===== src/pmc_pkg.sv =====
package pmc_pkg;

    localparam int PAGE_W = 32;

    localparam logic [3:0] ORDER_SMALL = 4'd0;
    localparam logic [3:0] BIG_ORDER   = 4'd9;

    localparam int SLOT_COUNT = 2;

    localparam logic [1:0] OP_ALLOC  = 2'd0;
    localparam logic [1:0] OP_FREE   = 2'd1;
    localparam logic [1:0] OP_SUPPLY = 2'd2;
    localparam logic [1:0] OP_DRAIN  = 2'd3;

    localparam logic [2:0] KIND_GRANT     = 3'd0;
    localparam logic [2:0] KIND_FAIL      = 3'd1;
    localparam logic [2:0] KIND_UNMANAGED = 3'd2;
    localparam logic [2:0] KIND_FREED     = 3'd3;
    localparam logic [2:0] KIND_RETURN    = 3'd4;
    localparam logic [2:0] KIND_REFILL    = 3'd5;
    localparam logic [2:0] KIND_EMPTY     = 3'd6;
    localparam logic [2:0] KIND_STRAY     = 3'd7;

    typedef struct packed {
        logic [1:0]        op;
        logic [7:0]        cpu;
        logic [3:0]        size_class;
        logic [PAGE_W-1:0] page;
        logic              supply_ok;
    } req_t;

    typedef struct packed {
        logic [2:0]        kind;
        logic [PAGE_W-1:0] page_out;
        logic [3:0]        order_out;
        logic [1:0]        cpu_out;
        logic [4:0]        amount;
        logic              last;
    } rsp_t;

    typedef enum logic [1:0] {
        PS_ZERO,
        PS_IN,
        PS_RAM
    } page_sel_t;

    typedef enum logic [1:0] {
        AS_ZERO,
        AS_FILL,
        AS_FILL_INC,
        AS_WANT
    } amount_sel_t;

    typedef struct packed {
        logic        accept;
        logic        pop;
        logic        push;
        logic        set_pending;
        logic        clr_pending;
        logic        emit;
        logic [2:0]  kind;
        page_sel_t   psel;
        amount_sel_t asel;
        logic        last;
    } cmd_t;

    typedef struct packed {
        logic [1:0] op;
        logic       unmanaged;
        logic       pending;
        logic       ok;
        logic       fill_zero;
        logic       below_half;
        logic       half_minus1;
        logic       full;
        logic       gt_half;
        logic       out_free;
    } sts_t;

endpackage


===== src/pmc_ram.sv =====
module pmc_ram #(
    parameter int WIDTH = 32,
    parameter int DEPTH = 128
) (
    input  logic                     clk,
    input  logic                     wr_en,
    input  logic [$clog2(DEPTH)-1:0] wr_addr,
    input  logic [WIDTH-1:0]         wr_data,
    input  logic                     rd_en,
    input  logic [$clog2(DEPTH)-1:0] rd_addr,
    output logic [WIDTH-1:0]         rd_data
);

    logic [WIDTH-1:0] mem [DEPTH];
    logic [WIDTH-1:0] rd_data_reg;

    always_ff @(posedge clk)
    begin
        if (wr_en)
        begin
            mem[wr_addr] <= wr_data;
        end
        // hold the last read until the next one
        if (rd_en)
        begin
            rd_data_reg <= mem[rd_addr];
        end
    end

    assign rd_data = rd_data_reg;

endmodule


===== src/pmc_datapath.sv =====
module pmc_datapath #(
    parameter int STACK_DEPTH = 16,
    parameter int CPU_COUNT   = 4
) (
    input  logic          clk,
    input  logic          rst_n,
    input  pmc_pkg::req_t req,
    input  pmc_pkg::cmd_t cmd,
    output pmc_pkg::sts_t sts,
    output pmc_pkg::rsp_t rsp,
    output logic          rsp_valid,
    input  logic          rsp_stall
);

    import pmc_pkg::*;

    localparam int CPU_W     = (CPU_COUNT > 1) ? $clog2(CPU_COUNT) : 1;
    localparam int STK_N     = CPU_COUNT * SLOT_COUNT;
    localparam int STK_W     = $clog2(STK_N);
    localparam int IDX_W     = $clog2(STACK_DEPTH);
    localparam int FILL_W    = $clog2(STACK_DEPTH + 1);
    localparam int RAM_DEPTH = STK_N * (2 ** IDX_W);
    localparam logic [FILL_W-1:0] HALF = FILL_W'(STACK_DEPTH / 2);
    localparam logic [FILL_W-1:0] FULL = FILL_W'(STACK_DEPTH);

    // captured item
    logic [1:0]        op_reg;
    logic              ok_reg;
    logic              unmanaged_reg;
    logic [PAGE_W-1:0] page_reg;
    logic [CPU_W-1:0]  rcpu_reg;
    logic              rslot_reg;

    // refill bookkeeping
    logic              pend_reg;
    logic              pend_next;
    logic [CPU_W-1:0]  pcpu_reg;
    logic              pslot_reg;

    logic [FILL_W-1:0] fill_reg [STK_N];
    logic [FILL_W-1:0] fill_next;

    rsp_t              rsp_reg;
    rsp_t              rsp_next;
    logic              rsp_valid_reg;
    logic              rsp_valid_next;

    logic [CPU_W-1:0]  cpu_clamp;
    logic [CPU_W-1:0]  wcpu;
    logic              wslot;
    logic [STK_W-1:0]  stk;
    logic [FILL_W-1:0] fill;
    logic [PAGE_W-1:0] ram_rd_data;
    logic [3:0]        order_sel;

    assign cpu_clamp = (req.cpu < 8'(CPU_COUNT)) ? CPU_W'(req.cpu) : '0;

    // supply answers work on the stack that asked for the refill
    assign wcpu  = (op_reg == OP_SUPPLY) ? pcpu_reg : rcpu_reg;
    assign wslot = (op_reg == OP_SUPPLY) ? pslot_reg : rslot_reg;
    assign stk   = STK_W'({wcpu, wslot});
    assign fill  = fill_reg[stk];

    pmc_ram #(
        .WIDTH (PAGE_W),
        .DEPTH (RAM_DEPTH)
    ) u_stacks (
        .clk     (clk),
        .wr_en   (cmd.push),
        .wr_addr ({stk, IDX_W'(fill)}),
        .wr_data (page_reg),
        .rd_en   (cmd.pop),
        .rd_addr ({stk, IDX_W'(fill - 1'b1)}),
        .rd_data (ram_rd_data)
    );

    always_ff @(posedge clk)
    begin
        if (cmd.accept)
        begin
            op_reg        <= req.op;
            ok_reg        <= req.supply_ok;
            page_reg      <= req.page;
            rcpu_reg      <= cpu_clamp;
            rslot_reg     <= (req.size_class == BIG_ORDER);
            unmanaged_reg <= !((req.size_class == ORDER_SMALL) ||
                               (req.size_class == BIG_ORDER));
        end
        rsp_reg <= rsp_next;
    end

    always_comb
    begin
        fill_next = fill;
        if (cmd.pop)
        begin
            fill_next = fill - 1'b1;
        end
        else if (cmd.push)
        begin
            fill_next = fill + 1'b1;
        end
    end

    assign pend_next = cmd.set_pending ? 1'b1 : (cmd.clr_pending ? 1'b0 : pend_reg);

    always_ff @(posedge clk or negedge rst_n)
    begin
        if (!rst_n)
        begin
            for (int i = 0; i < STK_N; i++)
            begin
                fill_reg[i] <= '0;
            end
            pend_reg      <= 1'b0;
            pcpu_reg      <= '0;
            pslot_reg     <= 1'b0;
            rsp_valid_reg <= 1'b0;
        end
        else
        begin
            fill_reg[stk] <= fill_next;
            pend_reg      <= pend_next;
            if (cmd.set_pending)
            begin
                pcpu_reg  <= rcpu_reg;
                pslot_reg <= rslot_reg;
            end
            rsp_valid_reg <= rsp_valid_next;
        end
    end

    assign order_sel = wslot ? BIG_ORDER : ORDER_SMALL;

    always_comb
    begin
        rsp_next = rsp_reg;
        if (cmd.emit)
        begin
            rsp_next.kind = cmd.kind;
            rsp_next.last = cmd.last;
            case (cmd.psel)
                PS_IN:   rsp_next.page_out = page_reg;
                PS_RAM:  rsp_next.page_out = ram_rd_data;
                default: rsp_next.page_out = '0;
            endcase
            case (cmd.asel)
                AS_FILL:     rsp_next.amount = 5'(fill);
                AS_FILL_INC: rsp_next.amount = 5'(fill + 1'b1);
                AS_WANT:     rsp_next.amount = 5'(HALF - fill);
                default:     rsp_next.amount = '0;
            endcase
            rsp_next.order_out = ((cmd.kind == KIND_UNMANAGED) || (cmd.kind == KIND_STRAY))
                                 ? ORDER_SMALL : order_sel;
            rsp_next.cpu_out   = (cmd.kind == KIND_STRAY) ? 2'd0 : 2'(wcpu);
        end
    end

    assign rsp_valid_next = cmd.emit || (rsp_valid_reg && rsp_stall);

    assign rsp       = rsp_reg;
    assign rsp_valid = rsp_valid_reg;

    assign sts.op          = op_reg;
    assign sts.unmanaged   = unmanaged_reg;
    assign sts.pending     = pend_reg;
    assign sts.ok          = ok_reg;
    assign sts.fill_zero   = (fill == '0);
    assign sts.below_half  = (fill < HALF);
    assign sts.half_minus1 = ((fill + 1'b1) == HALF);
    assign sts.full        = (fill >= FULL);
    assign sts.gt_half     = (fill > HALF);
    assign sts.out_free    = !rsp_valid_reg || !rsp_stall;

endmodule


===== src/pmc_ctrl.sv =====
module pmc_ctrl (
    input  logic          clk,
    input  logic          rst_n,
    input  logic          req_valid,
    output logic          req_stall,
    input  pmc_pkg::sts_t sts,
    output pmc_pkg::cmd_t cmd
);

    import pmc_pkg::*;

    typedef enum logic [2:0] {
        S_IDLE,
        S_EVAL,
        S_POP,
        S_EMIT,
        S_PUSH
    } state_t;

    state_t state_reg;
    state_t state_next;

    always_ff @(posedge clk or negedge rst_n)
    begin
        if (!rst_n)
        begin
            state_reg <= S_IDLE;
        end
        else
        begin
            state_reg <= state_next;
        end
    end

    assign req_stall = (state_reg != S_IDLE);

    always_comb
    begin
        cmd        = '0;
        cmd.psel   = PS_ZERO;
        cmd.asel   = AS_ZERO;
        state_next = state_reg;
        case (state_reg)
            S_IDLE:
            begin
                if (req_valid)
                begin
                    cmd.accept = 1'b1;
                    state_next = S_EVAL;
                end
            end
            S_EVAL:
            begin
                // act only once the result register can take an item
                if (sts.out_free)
                begin
                    state_next = S_IDLE;
                    if (sts.op == OP_SUPPLY)
                    begin
                        if (!sts.pending)
                        begin
                            cmd.emit = 1'b1;
                            cmd.kind = KIND_STRAY;
                            cmd.psel = PS_IN;
                            cmd.last = 1'b1;
                        end
                        else if (sts.ok && sts.below_half)
                        begin
                            cmd.push = 1'b1;
                            if (sts.half_minus1)
                            begin
                                cmd.clr_pending = 1'b1;
                                state_next      = S_POP;
                            end
                        end
                        else if (sts.ok)
                        begin
                            cmd.emit        = 1'b1;
                            cmd.kind        = KIND_RETURN;
                            cmd.psel        = PS_IN;
                            cmd.asel        = AS_FILL;
                            cmd.clr_pending = 1'b1;
                            state_next      = S_POP;
                        end
                        else
                        begin
                            cmd.clr_pending = 1'b1;
                            if (sts.fill_zero)
                            begin
                                cmd.emit = 1'b1;
                                cmd.kind = KIND_FAIL;
                                cmd.last = 1'b1;
                            end
                            else
                            begin
                                state_next = S_POP;
                            end
                        end
                    end
                    else if (sts.unmanaged)
                    begin
                        cmd.emit = 1'b1;
                        cmd.kind = KIND_UNMANAGED;
                        cmd.last = 1'b1;
                    end
                    else if (sts.op == OP_ALLOC)
                    begin
                        if (!sts.fill_zero)
                        begin
                            state_next = S_POP;
                        end
                        else if (sts.pending)
                        begin
                            cmd.emit = 1'b1;
                            cmd.kind = KIND_FAIL;
                            cmd.last = 1'b1;
                        end
                        else
                        begin
                            cmd.set_pending = 1'b1;
                            cmd.emit        = 1'b1;
                            cmd.kind        = KIND_REFILL;
                            cmd.asel        = AS_WANT;
                            cmd.last        = 1'b1;
                        end
                    end
                    else if (sts.op == OP_FREE)
                    begin
                        if (sts.full)
                        begin
                            state_next = S_POP;
                        end
                        else
                        begin
                            cmd.push = 1'b1;
                            cmd.emit = 1'b1;
                            cmd.kind = KIND_FREED;
                            cmd.psel = PS_IN;
                            cmd.asel = AS_FILL_INC;
                            cmd.last = 1'b1;
                        end
                    end
                    else
                    begin
                        if (sts.fill_zero)
                        begin
                            cmd.emit = 1'b1;
                            cmd.kind = KIND_EMPTY;
                            cmd.last = 1'b1;
                        end
                        else
                        begin
                            state_next = S_POP;
                        end
                    end
                end
            end
            S_POP:
            begin
                cmd.pop    = 1'b1;
                state_next = S_EMIT;
            end
            S_EMIT:
            begin
                if (sts.out_free)
                begin
                    cmd.emit = 1'b1;
                    cmd.psel = PS_RAM;
                    cmd.asel = AS_FILL;
                    if ((sts.op == OP_ALLOC) || (sts.op == OP_SUPPLY))
                    begin
                        cmd.kind   = KIND_GRANT;
                        cmd.last   = 1'b1;
                        state_next = S_IDLE;
                    end
                    else if (sts.op == OP_FREE)
                    begin
                        cmd.kind   = KIND_RETURN;
                        state_next = sts.gt_half ? S_POP : S_PUSH;
                    end
                    else
                    begin
                        cmd.kind   = KIND_RETURN;
                        cmd.last   = sts.fill_zero;
                        state_next = sts.fill_zero ? S_IDLE : S_POP;
                    end
                end
            end
            S_PUSH:
            begin
                if (sts.out_free)
                begin
                    cmd.push   = 1'b1;
                    cmd.emit   = 1'b1;
                    cmd.kind   = KIND_FREED;
                    cmd.psel   = PS_IN;
                    cmd.asel   = AS_FILL_INC;
                    cmd.last   = 1'b1;
                    state_next = S_IDLE;
                end
            end
            default:
            begin
                state_next = S_IDLE;
            end
        endcase
    end

endmodule


===== src/per_cpu_page_magazine_cache_unit.sv =====
// Per-cpu page magazine cache: one LIFO stack of page handles per cpu and
// per order (order 0 and order 9), backed by a refill handshake.
// Request channel (req_valid / req_stall / req): alloc, free, supply answer
// from the backing allocator, or drain. A cpu number at or above CPU_COUNT
// falls back to cpu 0. Response channel (rsp_valid / rsp_stall / rsp): one
// or more result items per request, the final one flagged by rsp.last;
// a supply that only tops up a refill gives no result at all.
// Sequence: a request is taken in the idle state and judged in the evaluate
// state, and each result is emitted into the result register. Each page
// popped from a stack passes a stack RAM read state and then a result
// state, so a grant from the stack goes idle, evaluate, pop, emit, and a
// drain repeats pop and emit for each page. The single-port-per-direction
// stack RAM and the one result register set this sequence.
// req_stall stays high until every result of the current request is in
// the result register. A stall on rsp holds the result register and the
// whole engine waits; nothing is dropped.
// Reset clears all fill counts and the pending refill; stack RAM contents
// are left as they are and are never read before they are written.
module per_cpu_page_magazine_cache_unit #(
    parameter int STACK_DEPTH = 16,
    parameter int CPU_COUNT   = 4
) (
    input  logic          clk,
    input  logic          rst_n,
    input  logic          req_valid,
    output logic          req_stall,
    input  pmc_pkg::req_t req,
    output logic          rsp_valid,
    input  logic          rsp_stall,
    output pmc_pkg::rsp_t rsp
);

    import pmc_pkg::*;

    // command and status between sequencer and datapath
    cmd_t cmd;
    sts_t sts;

    // sequence each request: judge, pop pages, push, emit results
    pmc_ctrl u_ctrl (
        .clk       (clk),
        .rst_n     (rst_n),
        .req_valid (req_valid),
        .req_stall (req_stall),
        .sts       (sts),
        .cmd       (cmd)
    );

    // hold fill counts, stack RAM, refill state and the result register
    pmc_datapath #(
        .STACK_DEPTH (STACK_DEPTH),
        .CPU_COUNT   (CPU_COUNT)
    ) u_datapath (
        .clk       (clk),
        .rst_n     (rst_n),
        .req       (req),
        .cmd       (cmd),
        .sts       (sts),
        .rsp       (rsp),
        .rsp_valid (rsp_valid),
        .rsp_stall (rsp_stall)
    );

endmodule

===== config.mk =====
export PLATFORM = sky130hd
export DESIGN_NAME = per_cpu_page_magazine_cache_unit
export DESIGN_NICKNAME = d
export VERILOG_FILES = /design/src/pmc_pkg.sv /design/src/pmc_ram.sv /design/src/pmc_datapath.sv /design/src/pmc_ctrl.sv /design/src/per_cpu_page_magazine_cache_unit.sv
export SDC_FILE = /design/constraint.sdc
export NUM_CORES = 2
export LEC_CHECK = 0
export BUFFER_PORTS_ARGS = -buffer_cell sky130_fd_sc_hd__buf_4
export CAP_MARGIN = 20
export CORE_ASPECT_RATIO = 1.5
export CORE_UTILIZATION = 30
export DETAILED_ROUTE_END_ITERATION = 10
export RECOVER_POWER = 100
export SLEW_MARGIN = 40
export SYNTH_ARGS = -nofsm -noshare
export SYNTH_HDL_FRONTEND = slang
export SYNTH_HIERARCHICAL = 1
export SYNTH_SLANG_ARGS = --single-unit

===== constraint.sdc =====
create_clock -name clk -period 9.94 [get_ports clk]
set_input_delay 0 -clock clk [delete_from_list [all_inputs] [get_ports clk]]
set_output_delay 0 -clock clk [all_outputs]
set_load 0.005 [all_outputs]

Word level (Yosys, flattened, before mapping)
Memory sizes are Yosys's and may differ from the RTL's. A register that Yosys moved wholly into a read port is not among the register bits.
Index checks and enable logic that the tools add are counted.
- bits in registers: 134
- memory bits (writable): 4096
- input bits: 51
- output and inout bits: 49
- word-level logic and storage cells: 167
- memories: 1
- $add $sub $neg: 3
- order comparisons: 6
- equality and inequality tests: 19
- muxes and demuxes: 94
- bitwise gates (word level): 1
- reduce and logical (&&, ||, !) cells: 18
- memories (memory ; words ; width ; read ports ; clocked after Yosys merged registers in ; wr ports ; RTL line ; text):
    u_datapath.u_stacks.mem ; 128 ; 32 ; 1 ; 1 ; 1 ; pmc_ram.sv:14 ; logic [WIDTH-1:0] mem [DEPTH];
- operator list (kind ; count):
    $mux 9 ; 11
    $pmux 32 s2 ; 1
    $mux 3 ; 18
    $bwmux 40 ; 1
    $mux 4 ; 10
    $mux 1 ; 30
    $pmux 9 s3 ; 1
    $mux 5 ; 5
    $mux 2 ; 10
    $bmux 5 s3 ; 1
    $demux 5 s3 ; 1
    $pmux 3 s5 ; 1
    $pmux 5 s3 ; 1
    $mux 12 ; 1
    $eq 3x2->1 const B ; 3
    $eq 2x2->1 const B ; 4
    $lt 8x3->1 const B ; 1
    $ne 2x2->1 const B ; 4
    $eq 2x1->1 const B ; 3
    $eq 3x3->1 const B ; 2
    $mux 6 ; 1
    $add 5x1->5 const B ; 1
    $eq 5x4->1 const B ; 1
    $ge 5x5->1 const B ; 1
    other kinds (20) ; 28

Longest topological paths before layout
- word-level depth: 23
- mapped depth: 19
- gate-level depth less buffers: 18

By module
Netlist, hierarchy kept.
- by module, submodules not included (module ; instances ; cells each ; area each (µm²) ; seq. area each (µm²)):
    pmc_ram ; 1 ; 5990 ; 156596.4 ; 123958.9
    pmc_datapath ; 1 ; 503 ; 5950.7 ; 3618.5
    pmc_ctrl ; 1 ; 69 ; 496.7 ; 75.1

Least setup slack after synthesis
No wires, ideal clock.
- kind: flip-flop to flip-flop
- start point: register u_datapath.op_reg[0]
- end point: memory u_datapath.u_stacks.mem[98][0], enable pin
- setup time: 0.461 ns
- arrival: 5.566 ns
- data required time: 9.479 ns
- setup slack: 3.913 ns
- cell stages (with the launch flop): 16
- buffers on the path: 2
- period minus slack after synthesis: 6.027 ns
- path through: edfxtp_1 nand2b_2 buf_6 a211oi_2 a211oi_1 nor4_4 inv_2 ha_1 and2_1 o21a_1 nor2_1 a31oi_1 o21ai_0 clkbuf_1 nand4_1 nor3_1
- RTL lines (element ; RTL line ; text):
    from (decl) ; pmc_datapath.sv:27 ; logic [1:0] op_reg;
    from (signal assigned) ; pmc_datapath.sv:81 ; op_reg <= req.op;
    to (decl) ; pmc_ram.sv:14 ;

==> summary.md <==
| Metric | Value |
|---|---|
| Final ANT Viol Nets | `0` |
| #FFs+latches synth | `4259` |
| CTS root buf | `clkbuf_16` |
| Fillers | `49209` |
| Post-DP HPWL | `274 mm` |
| Num CTS Buffers | `380` |
| Commonest cells after routing, fill and taps aside | `edfxtp_1 (4211), mux4_2 (1344), clkbuf_16 (385), clkbuf_1 (195), buf_4 (119)` |
| Core Region | `541000 µm²` |
| Adder-cell share of the synthesized area | `0.0460%` |
| Nets | `7163` |
| PwrDens | `349 nW/µm²` |
| Vias | `76186` |
| Post-synthesis simple-gate area fraction | `1.04%` |
| Post-synth top area cell | `edfxtp_1` |
| Largest family of logic cells by synthesized area | `multiplexers` |
| Prevailing post-synth register cell | `edfxtp_1` |
| Wire length per cell | `31.0 µm` |
| GRT Total Usage | `16.4%` |
| Initial antenna violation count | `74` |
| Leakage power | `0.0569 µW` |
| Top post-synthesis cells by area | `edfxtp_1 (78%), mux4_2 (19%), dfrtp_1 (0.74%), clkbuf_1 (0.46%), nor2_1 (0.41%)` |
| Vias in the first global route | `77436` |
| Final GP Congestion | `0.838` |
| Flop pwr share | `32.6%` |
| Family with the most delay on the worst path | `buffers and inverters` |
| CP Capture Type | `register` |
| Result of the run | `complete, but fails checks` |
| Sequential fraction of the synthesis area | `78.3%` |
| Dpl cell area | `175000 µm²` |
| HP Class | `input port to register` |
| H-tree levels | `5` |
| Delay of the slowest critical-path stage | `1280 ps` |
| Crit path arrival time | `9000 ps` |
| Mean Syn Cell Area | `24.8 µm²` |
| Post-synth top area share | `77.6%` |
| Worst-Margin Slew | `5360 ps` |
| Final Routed Wirelength | `457 mm` |
| Starting Density | `30.1%` |
| Port bufs | `97` |
| Worst skew pair latency | `960 ps` |
| Setup TNS | `0 ps` |
| Net load switching power | `24000 µW` |
| Clock skew | `65.5 ps` |
| Largest net degree at the start of global routing | `130` |
| # rows | `331` |
| CTS tree | `yes` |
| Slew HR | `-257%` |
| Synth warn | `6` |
| Area grow syn2layout | `15.4%` |
| Final period utilization | `85.4%` |
| Proportion of synthesized area in mux cells | `18.9%` |
| Clock slew at reported path FFs | `60 ps` |
| Most common cell after layout, fill and taps aside | `edfxtp_1` |
| CP Launch Type | `register` |
| Worst VDD drop | `497 µV` |
| Num ports | `100` |
| CTS max path bufs | `4` |
| Remaining DRCs | `0` |
| Kind of critical path | `register to register` |
| Synth Area in XOR/XNOR | `0.0376%` |
| Synth Instances | `6562` |
| Setup Buffers After CTS | `0` |
| Max reg flops | `4096` |
| Slowest CP cell | `a21oi_1` |
| First DRT Iteration DRCs | `9445` |
| Die span in x | `604 µm` |
| DRT Pass-1 Iters | `8` |
| Critical Path RT | `10450 ps` |
| Gr ovfl total | `0` |
| Crit-path max FO | `45` |
| Number of synthesized flops with an enable pin | `4211` |
| Power Internal | `41700 µW` |
| Cell area after layout | `188000 µm²` |
| Count of cell types in the netlist | `83` |
| Setup violations, final | `0` |
| Final Hold Fails | `0` |
| Resized Gates After CTS | `0` |
| Bufs and invs on worst path | `6` |
| First-pass GRT wire length | `630 mm` |
| Switching Share | `36.5%` |
| Fmax | `0.118 GHz` |
| Period minus WS final | `8490 ps` |
| Vias/cell | `5.17` |
| Crit path cell chain | `nand2b_1 > a21oi_1 > inv_8 > a211oi_1 > nor4_4 > buf_4 > inv_1 > nand3_1 > o21a_1 > nor2_1 > a31oi_1 > o21ai_1 > clkbuf_1 > nand3_1 > buf_4 > nor2_4 > clkbuf_2` |
| Overall power | `65700 µW` |
| Final Slew Violations | `4833` |
| Compound-cell area share of the yosys netlist | `0.665%` |
| Setup repair after global routing missed its margin | `false` |
| Post-Syn Area | `163000 µm²` |
| Ys async rst share | `1.13%` |
| Violated checks | `capacitance limit, slew limit` |
| Hold_buf cts | `98` |
| Share of cells above drive strength 1 | `31.5%` |
| Clock Power Share | `22.4%` |
| Die Y-Extent | `905 µm` |
| Die Area | `546000 µm²` |
| Max-Cap Viols | `88` |
| Comb power frac | `45.0%` |
| CTS sink count | `4259` |
-- stage by stage --
| step | hold WS, ps | utilization, % | setup WS, ps | cells |
|---|---|---|---|---|
| 6_report | 360 | 34.8 | 1450 | 14729 |
| 5_1_grt | 348 | 34.7 | 1100 | 14697 |
| 4_1_cts | 52.6 | 34.9 | 2670 | 14550 |
| 3_5_place_dp | 55.6 | 32.4 | 2720 | 13774 |
| 3_3_place_gp | 50.8 | 32.2 | 2180 | 13729 |
| 2_1_floorplan | -296 | - | 3910 | 6563 |
-- cell families after synthesis --
family	count (synthesis)
buffers and inverters	379
other	1
xor gates and xnor gates	7
DFF	4259
adders and majority gates	6
muxes	1397
AOI/OAI and AO/OA	149
and+or+nand+nor	364
-- power by group through the flow --
stage | Sequential [µW] | Clock (µW) | Combinational (µW)
3_5_place_dp | 21600 | 0 | 29800
6_report | 21400 | 14700 | 29600
5_1_grt | 21400 | 15600 | 30300
2_1_floorplan | 22000 | 0 | 17100
4_1_cts | 21200 | 15000 | 29900
3_3_place_gp | 21600 | 0 | 29400
-- area by class of cell --
type	count	area, µm²	share of cell area (%)
Antenna cell	168	420	0.223
Timing Repair Buffer	506	4290	2.28
Clock buffer	460	9950	5.29
Sequential cell	4259	128000	67.9
Clock inverter	218	2250	1.20
Multi-Input combinational cell	1925	34400	18.3
Inverter	34	153	0.0812
Tap cell	7159	8960	4.76
-- layer usage --
metal | vias to the layer above | global-route usage (%) | wire length (µm) | part of all wire, %
li1 | 29762 | - | - | -
met1 | 41974 | 19.6 | 162000 | 36
met2 | 3657 | 28.3 | 234000 | 51
met3 | 775 | 2.54 | 35000 | 7.7
met4 | 18 | 8.79 | 25300 | 5.5
met5 | - | 0 | 123 | 0.027
-- worst reg2reg max path: cells and delay by family (launching register included) --
kind | cells | cell delay, ps
AOI/OAI and AO/OA | 5 | 2680
buffers and inverters | 6 | 3050
DFF | 1 | 710
and+or+nand+nor | 6 | 1570
-- worst paths after layout --
kind                                    startpoint                               to  slack (ps)  depth (start not counted)
max                           u_datapath/op_reg[1]  u_datapath/u_stacks/mem[57][22]        1450                         17
min                                        req[16]          u_datapath/page_reg[15]         360                          3
max reg2reg                   u_datapath/op_reg[1]  u_datapath/u_stacks/mem[57][22]        1450                         17
min reg2reg                u_datapath/fill_reg[33]          u_datapath/fill_reg[33]         500                          2
max in group asynchronous                    rst_n          u_datapath/fill_reg[31]        7320                          4
min in group asynchronous                    rst_n              u_ctrl/state_reg[0]        1090                          4
-- cell usage after synthesis, drive strengths merged (13+ instances only) --
master  number
inv         34
nand3       18
edfxtp    4211
nand2b      14
o31ai       15
a22oi       32
a21oi       16
clkbuf     199
nor2b       13
o21ai       28
a31oi       13
mux4      1344
nor2       178
buf        146
nand2       82
mux2        46
nor3        16
dfrtp       48
No activity file was read; power rests on OpenSTA's default activity.
